<file path="config.mk">
export PLATFORM = sky130hd
export DESIGN_NAME = least_load_server_router_unit
export DESIGN_NICKNAME = d
export VERILOG_FILES = /design/src/rtl/llsr_pkg.sv /design/src/rtl/llsr_dp.sv /design/src/rtl/llsr_ctrl.sv /design/src/rtl/least_load_server_router_unit.sv
export SDC_FILE = /design/constraint.sdc
export NUM_CORES = 2
export LEC_CHECK = 0
export ABC_CLOCK_PERIOD_IN_PS = 7400
export BUFFER_PORTS_ARGS = -buffer_cell sky130_fd_sc_hd__buf_2
export CAP_MARGIN = 20
export CORE_MARGIN = 2
export CORE_UTILIZATION = 25
export DETAILED_ROUTE_END_ITERATION = 8
export SLEW_MARGIN = 25
export SYNTH_ARGS = -nofsm -noshare
export SYNTH_HDL_FRONTEND = slang
export SYNTH_SLANG_ARGS = --single-unit
</file>
<file path="constraint.sdc">
create_clock -name clk -period 7.4 [get_ports clk]
set_input_delay 0.37 -clock clk [delete_from_list [all_inputs] [get_ports clk]]
set_output_delay 0.37 -clock clk [all_outputs]
set_load 0.01 [all_outputs]
</file>
<file path="src/rtl/llsr_pkg.sv">
// llsr_pkg: types and constants shared by the least-load server router.
// Used by llsr_ctrl, llsr_dp and the top level.
`timescale 1ns / 1ps
`default_nettype none
package llsr_pkg;

  typedef struct packed {
    logic [2:0]  opcode;
    logic [31:0] sess_key;
    logic [15:0] server_port;
    logic [15:0] reported_load;
    logic [15:0] load_limit;
  } in_item_t;

  typedef struct packed {
    logic [1:0]  reply_kind;
    logic [1:0]  result_code;
    logic [3:0]  entry_index;
    logic [15:0] entry_port;
    logic [15:0] entry_load;
    logic [15:0] entry_limit;
    logic [1:0]  entry_status;
    logic        entry_present;
    logic        last_item;
  } out_item_t;

  localparam logic [2:0] OP_REGISTER  = 3'd0;
  localparam logic [2:0] OP_HEARTBEAT = 3'd1;
  localparam logic [2:0] OP_ROUTE     = 3'd2;
  localparam logic [2:0] OP_LIST      = 3'd3;
  localparam logic [2:0] OP_TICK      = 3'd4;

  localparam logic [1:0] KIND_ACK   = 2'd0;
  localparam logic [1:0] KIND_ROUTE = 2'd1;
  localparam logic [1:0] KIND_LIST  = 2'd2;

  localparam logic [1:0] RC_OK    = 2'd0;
  localparam logic [1:0] RC_NONE  = 2'd1;
  localparam logic [1:0] RC_FULL  = 2'd2;

  localparam logic [1:0] ST_ALIVE   = 2'd1;
  localparam logic [1:0] ST_TIMEOUT = 2'd2;
  localparam logic [1:0] ST_FULL    = 2'd3;

  localparam logic [7:0] TIMEOUT_RESET = 8'd6;

  // controller -> datapath
  typedef struct packed {
    logic clr_scan;   // start a scan at entry 0
    logic step;       // evaluate current entry, advance index
    logic apply;      // perform the opcode's write
    logic emit;       // load the output register
    logic tick_inc;   // advance time
  } llsr_cmd_t;

  // datapath -> controller
  typedef struct packed {
    logic scan_done;  // index reached entries_used, or register / heartbeat hit
    logic hit;        // search hit (register / heartbeat) or route selection
    logic last_ent;   // list: current entry is the final one
  } llsr_sts_t;

endpackage
`default_nettype wire

</file>
<file path="src/rtl/llsr_dp.sv">
// llsr_dp: server table, scan index, search and selection registers.
// Depends on llsr_pkg; driven by llsr_ctrl commands.
`timescale 1ns / 1ps
`default_nettype none
module llsr_dp import llsr_pkg::*; #(
  parameter int MAX_SERVERS = 16,
  parameter int IW = (MAX_SERVERS > 1) ? $clog2(MAX_SERVERS) : 1,
  parameter int CW = $clog2(MAX_SERVERS + 1)
) (
  input  wire logic       clk,
  input  wire logic       rst_n,
  input  wire in_item_t   item,
  input  wire logic [7:0] timeout,
  input  wire llsr_cmd_t  cmd,
  output llsr_sts_t       sts,
  output out_item_t       res
);

  logic [15:0] port_mem  [MAX_SERVERS];
  logic [15:0] load_mem  [MAX_SERVERS];
  logic [15:0] limit_mem [MAX_SERVERS];
  logic [1:0]  stat_mem  [MAX_SERVERS];
  logic [31:0] owner_mem [MAX_SERVERS];
  logic [31:0] heard_mem [MAX_SERVERS];
  logic [MAX_SERVERS-1:0] own_vld_r;

  logic [CW-1:0] used_r;
  logic [31:0]   time_r;
  logic [CW-1:0] scan_r;
  logic          hit_r;
  logic [IW-1:0] sel_r;

  logic [IW-1:0] si;
  logic          elig;
  logic          hit_now;
  logic          last_ent;
  assign si = scan_r[IW-1:0];

  always_comb begin
    elig    = (stat_mem[si] == ST_ALIVE) && (load_mem[si] < limit_mem[si]);
    hit_now = 1'b0;
    case (item.opcode)
      OP_REGISTER:  hit_now = port_mem[si] == item.server_port;
      OP_HEARTBEAT: hit_now = own_vld_r[si] && owner_mem[si] == item.sess_key;
      OP_ROUTE:     hit_now = elig && (!hit_r || load_mem[si] < load_mem[sel_r]);
      default:      hit_now = 1'b0;
    endcase
  end

  assign sts.scan_done = (scan_r >= used_r) ||
                         (hit_r && (item.opcode == OP_REGISTER ||
                                    item.opcode == OP_HEARTBEAT));
  assign sts.hit = hit_r;
  assign last_ent = (scan_r + 1'b1) >= used_r;
  assign sts.last_ent = last_ent;

  logic [IW-1:0] tgt;
  logic          full_tbl;
  assign full_tbl = used_r >= CW'(MAX_SERVERS);
  assign tgt = hit_r ? sel_r : used_r[IW-1:0];

  always_ff @(posedge clk) begin
    if (!rst_n) begin
      used_r    <= '0;
      time_r    <= '0;
      own_vld_r <= '0;
      scan_r    <= '0;
      hit_r     <= 1'b0;
    end else begin
      if (cmd.clr_scan) begin
        scan_r    <= '0;
        hit_r     <= 1'b0;
      end
      if (cmd.step) begin
        if (item.opcode == OP_TICK) begin
          if ((stat_mem[si] == ST_ALIVE || stat_mem[si] == ST_FULL) &&
              (time_r - heard_mem[si]) > {24'd0, timeout}) begin
            stat_mem[si] <= ST_TIMEOUT;
            load_mem[si] <= '0;
          end
        end
        if (hit_now) begin
          hit_r <= 1'b1;
          sel_r <= si;
        end
        scan_r <= scan_r + 1'b1;
      end
      if (cmd.tick_inc) time_r <= time_r + 32'd1;
      if (cmd.apply) begin
        case (item.opcode)
          OP_REGISTER: if (hit_r || !full_tbl) begin
            if (!hit_r) begin
              used_r        <= used_r + 1'b1;
              port_mem[tgt] <= item.server_port;
            end
            // the target becomes the session's only owned entry
            for (int k = 0; k < MAX_SERVERS; k++)
              if (IW'(k) == tgt) own_vld_r[k] <= 1'b1;
              else if (owner_mem[k] == item.sess_key) own_vld_r[k] <= 1'b0;
            load_mem[tgt]  <= '0;
            limit_mem[tgt] <= item.load_limit;
            stat_mem[tgt]  <= ST_ALIVE;
            owner_mem[tgt] <= item.sess_key;
            heard_mem[tgt] <= time_r;
            sel_r          <= tgt;
            hit_r          <= 1'b1;
          end
          OP_HEARTBEAT: if (hit_r) begin
            load_mem[sel_r]  <= item.reported_load;
            limit_mem[sel_r] <= item.load_limit;
            heard_mem[sel_r] <= time_r;
            stat_mem[sel_r]  <= (item.reported_load >= item.load_limit) ?
                                ST_FULL : ST_ALIVE;
          end
          OP_ROUTE: if (hit_r && load_mem[sel_r] != 16'hFFFF)
            load_mem[sel_r] <= load_mem[sel_r] + 16'd1;
          default: ;
        endcase
      end
    end
  end

  // result register; list reads the current scan entry, others the selection
  logic [IW-1:0] ri;
  logic          pres;
  always_comb begin
    ri   = (item.opcode == OP_LIST) ? si : sel_r;
    pres = (item.opcode == OP_LIST) ? (used_r != '0) : hit_r;
  end

  always_ff @(posedge clk) begin
    if (cmd.emit) begin
      res.reply_kind    <= (item.opcode == OP_REGISTER) ? KIND_ACK :
                           (item.opcode == OP_ROUTE) ? KIND_ROUTE : KIND_LIST;
      res.result_code   <= (item.opcode == OP_REGISTER && !hit_r) ? RC_FULL :
                           (item.opcode == OP_ROUTE && !hit_r) ? RC_NONE : RC_OK;
      res.entry_index   <= pres ? 4'(ri) : 4'd0;
      res.entry_port    <= pres ? port_mem[ri] : 16'd0;
      res.entry_load    <= pres ? load_mem[ri] : 16'd0;
      res.entry_limit   <= pres ? limit_mem[ri] : 16'd0;
      res.entry_status  <= pres ? stat_mem[ri] : 2'd0;
      res.entry_present <= pres;
      res.last_item     <= (item.opcode != OP_LIST) || last_ent;
    end
  end

  assert property (@(posedge clk) disable iff (!rst_n)
    used_r <= CW'(MAX_SERVERS)) else $error("table count overflow");
  assert property (@(posedge clk) disable iff (!rst_n)
    cmd.tick_inc |=> time_r == $past(time_r) + 32'd1) else $error("time step");
  assert property (@(posedge clk) disable iff (!rst_n)
    cmd.clr_scan |=> scan_r == '0 && !hit_r) else $error("scan clear");

endmodule
`default_nettype wire

</file>
<file path="src/rtl/llsr_ctrl.sv">
// llsr_ctrl: sequencer for scan, write and result phases.
// Depends on llsr_pkg; drives llsr_dp.
`timescale 1ns / 1ps
`default_nettype none
module llsr_ctrl import llsr_pkg::*; (
  input  wire logic      clk,
  input  wire logic      rst_n,
  input  wire logic      in_fire,
  input  wire logic [2:0] opcode,
  input  wire llsr_sts_t sts,
  input  wire logic      out_valid_r,
  input  wire logic      out_taken,
  output llsr_cmd_t      cmd,
  output logic           busy,
  output logic           set_valid
);

  localparam logic [2:0] S_IDLE = 3'd0;
  localparam logic [2:0] S_SCAN = 3'd1;
  localparam logic [2:0] S_APPL = 3'd2;
  localparam logic [2:0] S_EMIT = 3'd3;
  localparam logic [2:0] S_LIST = 3'd4;

  logic [2:0] state_r, state_nxt;
  logic       out_free;
  assign out_free = !out_valid_r || out_taken;

  always_comb begin
    state_nxt = state_r;
    cmd       = '0;
    set_valid = 1'b0;
    busy      = state_r != S_IDLE;
    case (state_r)
      S_IDLE: if (in_fire) begin
        cmd.clr_scan = 1'b1;
        cmd.tick_inc = opcode == OP_TICK;
        if (opcode inside {OP_REGISTER, OP_HEARTBEAT, OP_ROUTE, OP_TICK})
          state_nxt = S_SCAN;
        else if (opcode == OP_LIST) state_nxt = S_LIST;
      end
      S_SCAN: if (sts.scan_done) state_nxt = S_APPL;
              else cmd.step = 1'b1;
      S_APPL: begin
        cmd.apply = 1'b1;
        state_nxt = (opcode == OP_HEARTBEAT || opcode == OP_TICK) ? S_IDLE : S_EMIT;
      end
      S_EMIT: if (out_free) begin
        cmd.emit  = 1'b1;
        set_valid = 1'b1;
        state_nxt = S_IDLE;
      end
      S_LIST: if (out_free) begin
        cmd.emit  = 1'b1;
        set_valid = 1'b1;
        cmd.step  = 1'b1;
        if (sts.last_ent) state_nxt = S_IDLE;
      end
      default: state_nxt = S_IDLE;
    endcase
  end

  always_ff @(posedge clk) begin
    if (!rst_n) state_r <= S_IDLE;
    else        state_r <= state_nxt;
  end

endmodule
`default_nettype wire

</file>
<file path="src/rtl/least_load_server_router_unit.sv">
// Least-load server router: one input channel of opcodes, one result channel.
// Channels use valid/stall; an item moves when valid is high and stall low.
// The single configuration register timeout_ticks loads on cfg_we.
// Register, heartbeat, route and tick scan the table one entry per cycle.
// The table holds MAX_SERVERS entries (16 by default). A register or route
// result is loaded in the emit state, after the scan and write states, and the
// next item is taken back in idle; heartbeat and tick free the input after the write.
// Register and heartbeat stop scanning at the first match.
// List emits one result per entry, one per cycle while out_stall is low,
// the final one flagged by last_item; an empty table gives one result.
// Heartbeat, tick and unused opcodes give no result.
// One item is in work at a time; in_stall is high while the sequencer works.
// A finished result waits in the output register while out_stall is high;
// the sequencer holds until that register frees.
// Reset (rst_n low, synchronous) empties the table, clears time and
// restores timeout_ticks to 6; table storage needs no clearing.
// Depends on llsr_pkg, llsr_ctrl and llsr_dp.
`timescale 1ns / 1ps
`default_nettype none
module least_load_server_router_unit import llsr_pkg::*; #(
  parameter int MAX_SERVERS = 16
) (
  input  wire logic       clk,
  input  wire logic       rst_n,
  input  wire logic       in_valid,
  output logic            in_stall,
  input  wire in_item_t   in_item,
  output logic            out_valid,
  input  wire logic       out_stall,
  output out_item_t       out_item,
  input  wire logic       cfg_we,
  input  wire logic [7:0] cfg_data
);

  logic       busy, set_valid, in_fire, out_taken;
  logic       out_valid_r;
  logic [7:0] timeout_r;
  in_item_t   item_r;
  llsr_cmd_t  cmd;
  llsr_sts_t  sts;

  assign in_stall  = busy;
  assign in_fire   = in_valid && !busy;
  assign out_taken = out_valid_r && !out_stall;
  assign out_valid = out_valid_r;

  // capture the item while idle
  always_ff @(posedge clk) begin
    if (in_fire) item_r <= in_item;
  end

  always_ff @(posedge clk) begin
    if (!rst_n) begin
      timeout_r   <= TIMEOUT_RESET;
      out_valid_r <= 1'b0;
    end else begin
      if (cfg_we) timeout_r <= cfg_data;
      if (set_valid)      out_valid_r <= 1'b1;
      else if (out_taken) out_valid_r <= 1'b0;
    end
  end

  llsr_ctrl u_ctrl (
    .clk(clk), .rst_n(rst_n), .in_fire(in_fire),
    .opcode(in_fire ? in_item.opcode : item_r.opcode),
    .sts(sts), .out_valid_r(out_valid_r), .out_taken(out_taken),
    .cmd(cmd), .busy(busy), .set_valid(set_valid)
  );

  llsr_dp #(.MAX_SERVERS(MAX_SERVERS)) u_dp (
    .clk(clk), .rst_n(rst_n), .item(item_r), .timeout(timeout_r),
    .cmd(cmd), .sts(sts), .res(out_item)
  );

  assert property (@(posedge clk) disable iff (!rst_n)
    set_valid |-> (!out_valid_r || !out_stall)) else $error("result overwritten");
  assert property (@(posedge clk) disable iff (!rst_n)
    (out_valid_r && out_stall) |=> out_valid_r && $stable(out_item))
    else $error("stalled result changed");
  assert property (@(posedge clk) disable iff (!rst_n)
    set_valid |-> busy) else $error("result while idle");

endmodule
`default_nettype wire

</file>
==> impl_metrics.py <==
metrics = {
    "global_routing": {
        "grt_max_degree": 235,
        "grt_pass1_vias": 61600,
        "grt_pass1_wl_mm": 444,
        "grt.overflow.total": 0,
        "grt.total_usage_pct": 15.0,
        "antenna_found_initial": 15,
    },
    "synth": {
        "synth-xor-area-share_pct": 5.47,
        "ys_warn_count": 0,
        "synth_edf_count": 1971,
        "yosys-top-cells-count": "edfxtp_1, xnor2_1, mux4_2, nand2_1, a211oi_1",
        "synth.cell_area_um2": 98600,
        "netlist_top_cells_area": "edfxtp_1, mux4_2, xnor2_1",
        "synthAdderAreaFrac_pct": 1.32,
        "synth_mux_area_share_pct": 14.7,
        "synth_cell_type_count": 100,
        "synth_top_area_cell": "edfxtp_1",
        "ys_seq_area_share_pct": 61.6,
        "synthCells": 6516,
        "yosys.area.top_type_share_pct": 60.0,
        "synth_most_common_cell": "edfxtp_1",
        "synth_top_family_by_area": "multiplexers",
        "syn_area_per_cell_um2": 15.1,
        "synthSimpleGateAreaFrac_pct": 7.05,
        "synth_compound_area_share_pct": 7.25,
        "synth-seq-cells": 2050,
        "synth_fp_nets": 6715,
        "synth-main-ff-cell": "edfxtp_1",
        "postSynth.asyncResetShare_pct": 0,
    },
    "power": {
        "p_leak_nw": 35.4,
        "switching_share_pct": 31.4,
        "powerDensity_nw_per_um2": 288,
        "power.internal_w": 0.0226,
        "finalPower_w": 0.0330,
        "peakVddDrop_mv": 0.215,
        "switchingPower_w": 0.0103,
        "pwr-share-seq_pct": 42.5,
        "pwr-share-clk_pct": 33.1,
        "p_comb_share_pct": 24.4,
    },
    "detailed_routing": {
        "vias_per_cell": 5.11,
        "drcViolationCount": 0,
        "post_drt_wl_per_cell_um": 25.7,
        "ant_nets": 0,
        "drtPass1Iterations": 6,
        "via_count": 62100,
        "drt_wl_total_mm": 312,
        "first_iter_violations": 6926,
    },
    "critical_path": {
        "worstPathCellList": "mux4_2 -> mux4_2 -> ha_1 -> fa_1 -> nor2b_2 -> o211ai_1 -> and3_1 -> xnor2_1 -> ha_1 -> a21oi_1 -> nand2_1 -> or4b_2 -> nand3_1 -> o211ai_1 -> or4_1 -> nor4_1 -> nand4_1 -> o41ai_4 -> a21oi_2 -> buf_4",
        "cp.arrival_ns": 7.60,
        "crit_fanout": 23,
        "worstPathRequired_ns": 7.99,
        "timing.rr.end": "u_dp.load_mem[10][10]",
        "slowest_stage": "or4b_2",
        "crit_family": "simple AND/OR/NAND/NOR gates",
        "cp-start-kind": "flip-flop",
        "r2r_slack_ns": 0.39,
        "slowest_delay_ns": 0.69,
        "path_class": "reg -> reg",
        "crit_path_end_kind": "flip-flop",
        "reg2regPathDepth": 20,
        "critPathBufInv": 1,
    },
    "sta": {
        "hold_viol_final": 0,
        "skew_ns": 0.0623,
        "max_freq_mhz": 143,
        "tightestPinTransition_ns": 1.19,
        "rsz0062_at_grt": "no",
        "finalSetupTns_ns": 0,
        "fin_crit_ns": 7.01,
        "slew_viol_final": 0,
        "setup_viol": 0,
        "post-route-period-util_pct": 94.8,
        "relSlewSlack_pct": 20.4,
    },
    "place": {
        "numPortBuffers": 157,
        "dp.final_hpwl_mm": 196,
        "gp_congestion": 0.904,
        "dpl-instance-area_um2": 106000,
    },
    "cells_and_area": {
        "regArea_um2": 60800,
        "postLayoutCoreUtil_pct": 29.2,
        "nets": 6930,
        "stdcell_area_um2": 114000,
        "syn2layout_area_growth_pct": 16.1,
        "multiInputGateArea_um2": 36000,
        "nFillCells": 39100,
        "drive_gt1_share_pct": 19.9,
    },
    "floorplanning": {
        "die_x_um": 632,
        "die_y_um": 632,
        "ios": 158,
        "num_rows": 230,
        "core_um2": 393000,
        "start_util_pct": 25.1,
        "dieArea_um2": 400000,
    },
    "hold_path": {
        "hold_class": "in -> reg",
        "holdPathStages": 4,
        "hp-start": "rst_n",
        "holdPathEnd": "u_dp.own_vld_r[5]",
    },
    "clock_network": {
        "htreeDepth": 4,
        "cts-root-buf": "clkbuf_16",
        "path_clk_slew_ns": 0.07,
        "cts_tree": "done",
        "clock_latency_ns": 0.91,
        "numClockSinks": 2050,
        "clockBufferDepth": 4,
        "cts_inserted_buffers": 221,
    },
    "run_status": {
        "status": "complete, no violations",
    },
    "run": {
        "cap_viol_max_count": 0,
    },
}
[per-stage QoR]
| step | setup WS [ns] | hold slack, ns | cells |
|---|---|---|---|
| global placement | -0.122 | 0.457 | 11600 |
| CTS | 0.0176 | 0.109 | 12100 |
| detailed placement | -0.0830 | 0.465 | 11600 |
| finish | 0.387 | 0.156 | 12100 |
| floorplan | 0.00285 | 0.438 | 6516 |
| global route | 0.0295 | 0.163 | 12100 |
[worst max-delay path by stage]
| stage | start | endpoint | cells after the start |
|---|---|---|---|
| 3_3_place_gp | flip-flop | u_dp.load_mem[9][8] | 16 |
| 3_5_place_dp | flip-flop | u_dp.load_mem[9][3] | 16 |
| 5_1_grt | flip-flop | u_dp.load_mem[10][6] | 20 |
| 2_1_floorplan | flip-flop | u_dp.load_mem[5][0] | 29 |
| 6_report | flip-flop | u_dp.load_mem[10][10] | 20 |
| 4_1_cts | flip-flop | u_dp.load_mem[1][4] | 16 |
[flip-flops by register name, indices dropped and copies added (netlist names), 3 cells and up, named ones only]
register,count
u_dp.heard_mem,512
u_dp.owner_mem,512
u_dp.limit_mem,256
u_dp.load_mem,256
u_dp.port_mem,256
item_r,83
u_dp.res,60
u_dp.stat_mem,32
u_dp.time_r,32
u_dp.own_vld_r,16
timeout_r,8
u_dp.scan_r,5
u_dp.used_r,5
u_dp.sel_r,4
u_ctrl.state_r,3
[power groups by stage]
| stage | Sequential [W] | Combinational, W | Clock, W |
|---|---|---|---|
| global placement | 0.0142 | 0.00789 | 0 |
| finish | 0.0140 | 0.00806 | 0.0109 |
| detailed placement | 0.0143 | 0.00795 | 0 |
| floorplan | 0.0141 | 0.00539 | 0 |
| global route | 0.0141 | 0.00860 | 0.0115 |
| CTS | 0.0140 | 0.00803 | 0.0111 |
[placed cells by master (no fill, tap or decap), types with 102 or more instances in the layout]
| master | instances |
|---|---|
| nor2_1 | 128 |
| clkbuf_16 | 224 |
| xnor2_1 | 585 |
| a31oi_1 | 112 |
| ha_1 | 102 |
| nor2b_1 | 138 |
| mux4_2 | 560 |
| nand2_1 | 556 |
| dlygate4sd3_1 | 102 |
| edfxtp_1 | 1971 |
| buf_4 | 147 |
| a211oi_1 | 308 |
| nand4_1 | 161 |
| a311oi_1 | 102 |
| mux2i_1 | 148 |
| inv_1 | 138 |
| buf_2 | 157 |
| a21oi_1 | 133 |
[area by class of cell]
cell class | count | area share [%]
antenna | 7 | 0.0153
clock inverter | 133 | 1.07
multi-input combinational | 3879 | 31.4
sequential | 2050 | 53.1
inverter | 142 | 0.474
timing repair buffer | 437 | 3.12
tap | 5220 | 5.70
clock buffer | 275 | 5.08
[per-layer routing]
metal  wire length, um  GRT usage [%]  vias to the layer above
met2            151000           25.1                     3029
met1            125000           19.7                    32100
li1                  -              -                    26300
met3             24100           2.29                      585
met4             12400           5.49                        8
met5                56              0                        -
[worst min-delay path: stages]
cell     delay (ns)
buf_2          0.12
buf_4          0.30
nand3_1        0.15
o21ai_0        0.07
[cell families (layout without fill, tap and decap cells)]
family / count (synthesis) / after routing
DFF: 2050 / 2050
muxes: 737 / 737
other: 0 / 7
and+or+nand+nor: 1408 / 1408
buffers and inverters: 587 / 987
adders and majority gates: 104 / 104
xor gates and xnor gates: 616 / 616
AOI/OAI and AO/OA: 1014 / 1014
[repair_timing]
action,CTS,global route
pin swaps,1,5
resized for setup,1,4
buffers inserted,1,6
hold endpoints to repair,94,0
hold buffers,102,0
endpoints found under the setup margin,36,203
gates cloned,0,1
Power figures use the tool's default switching activity.
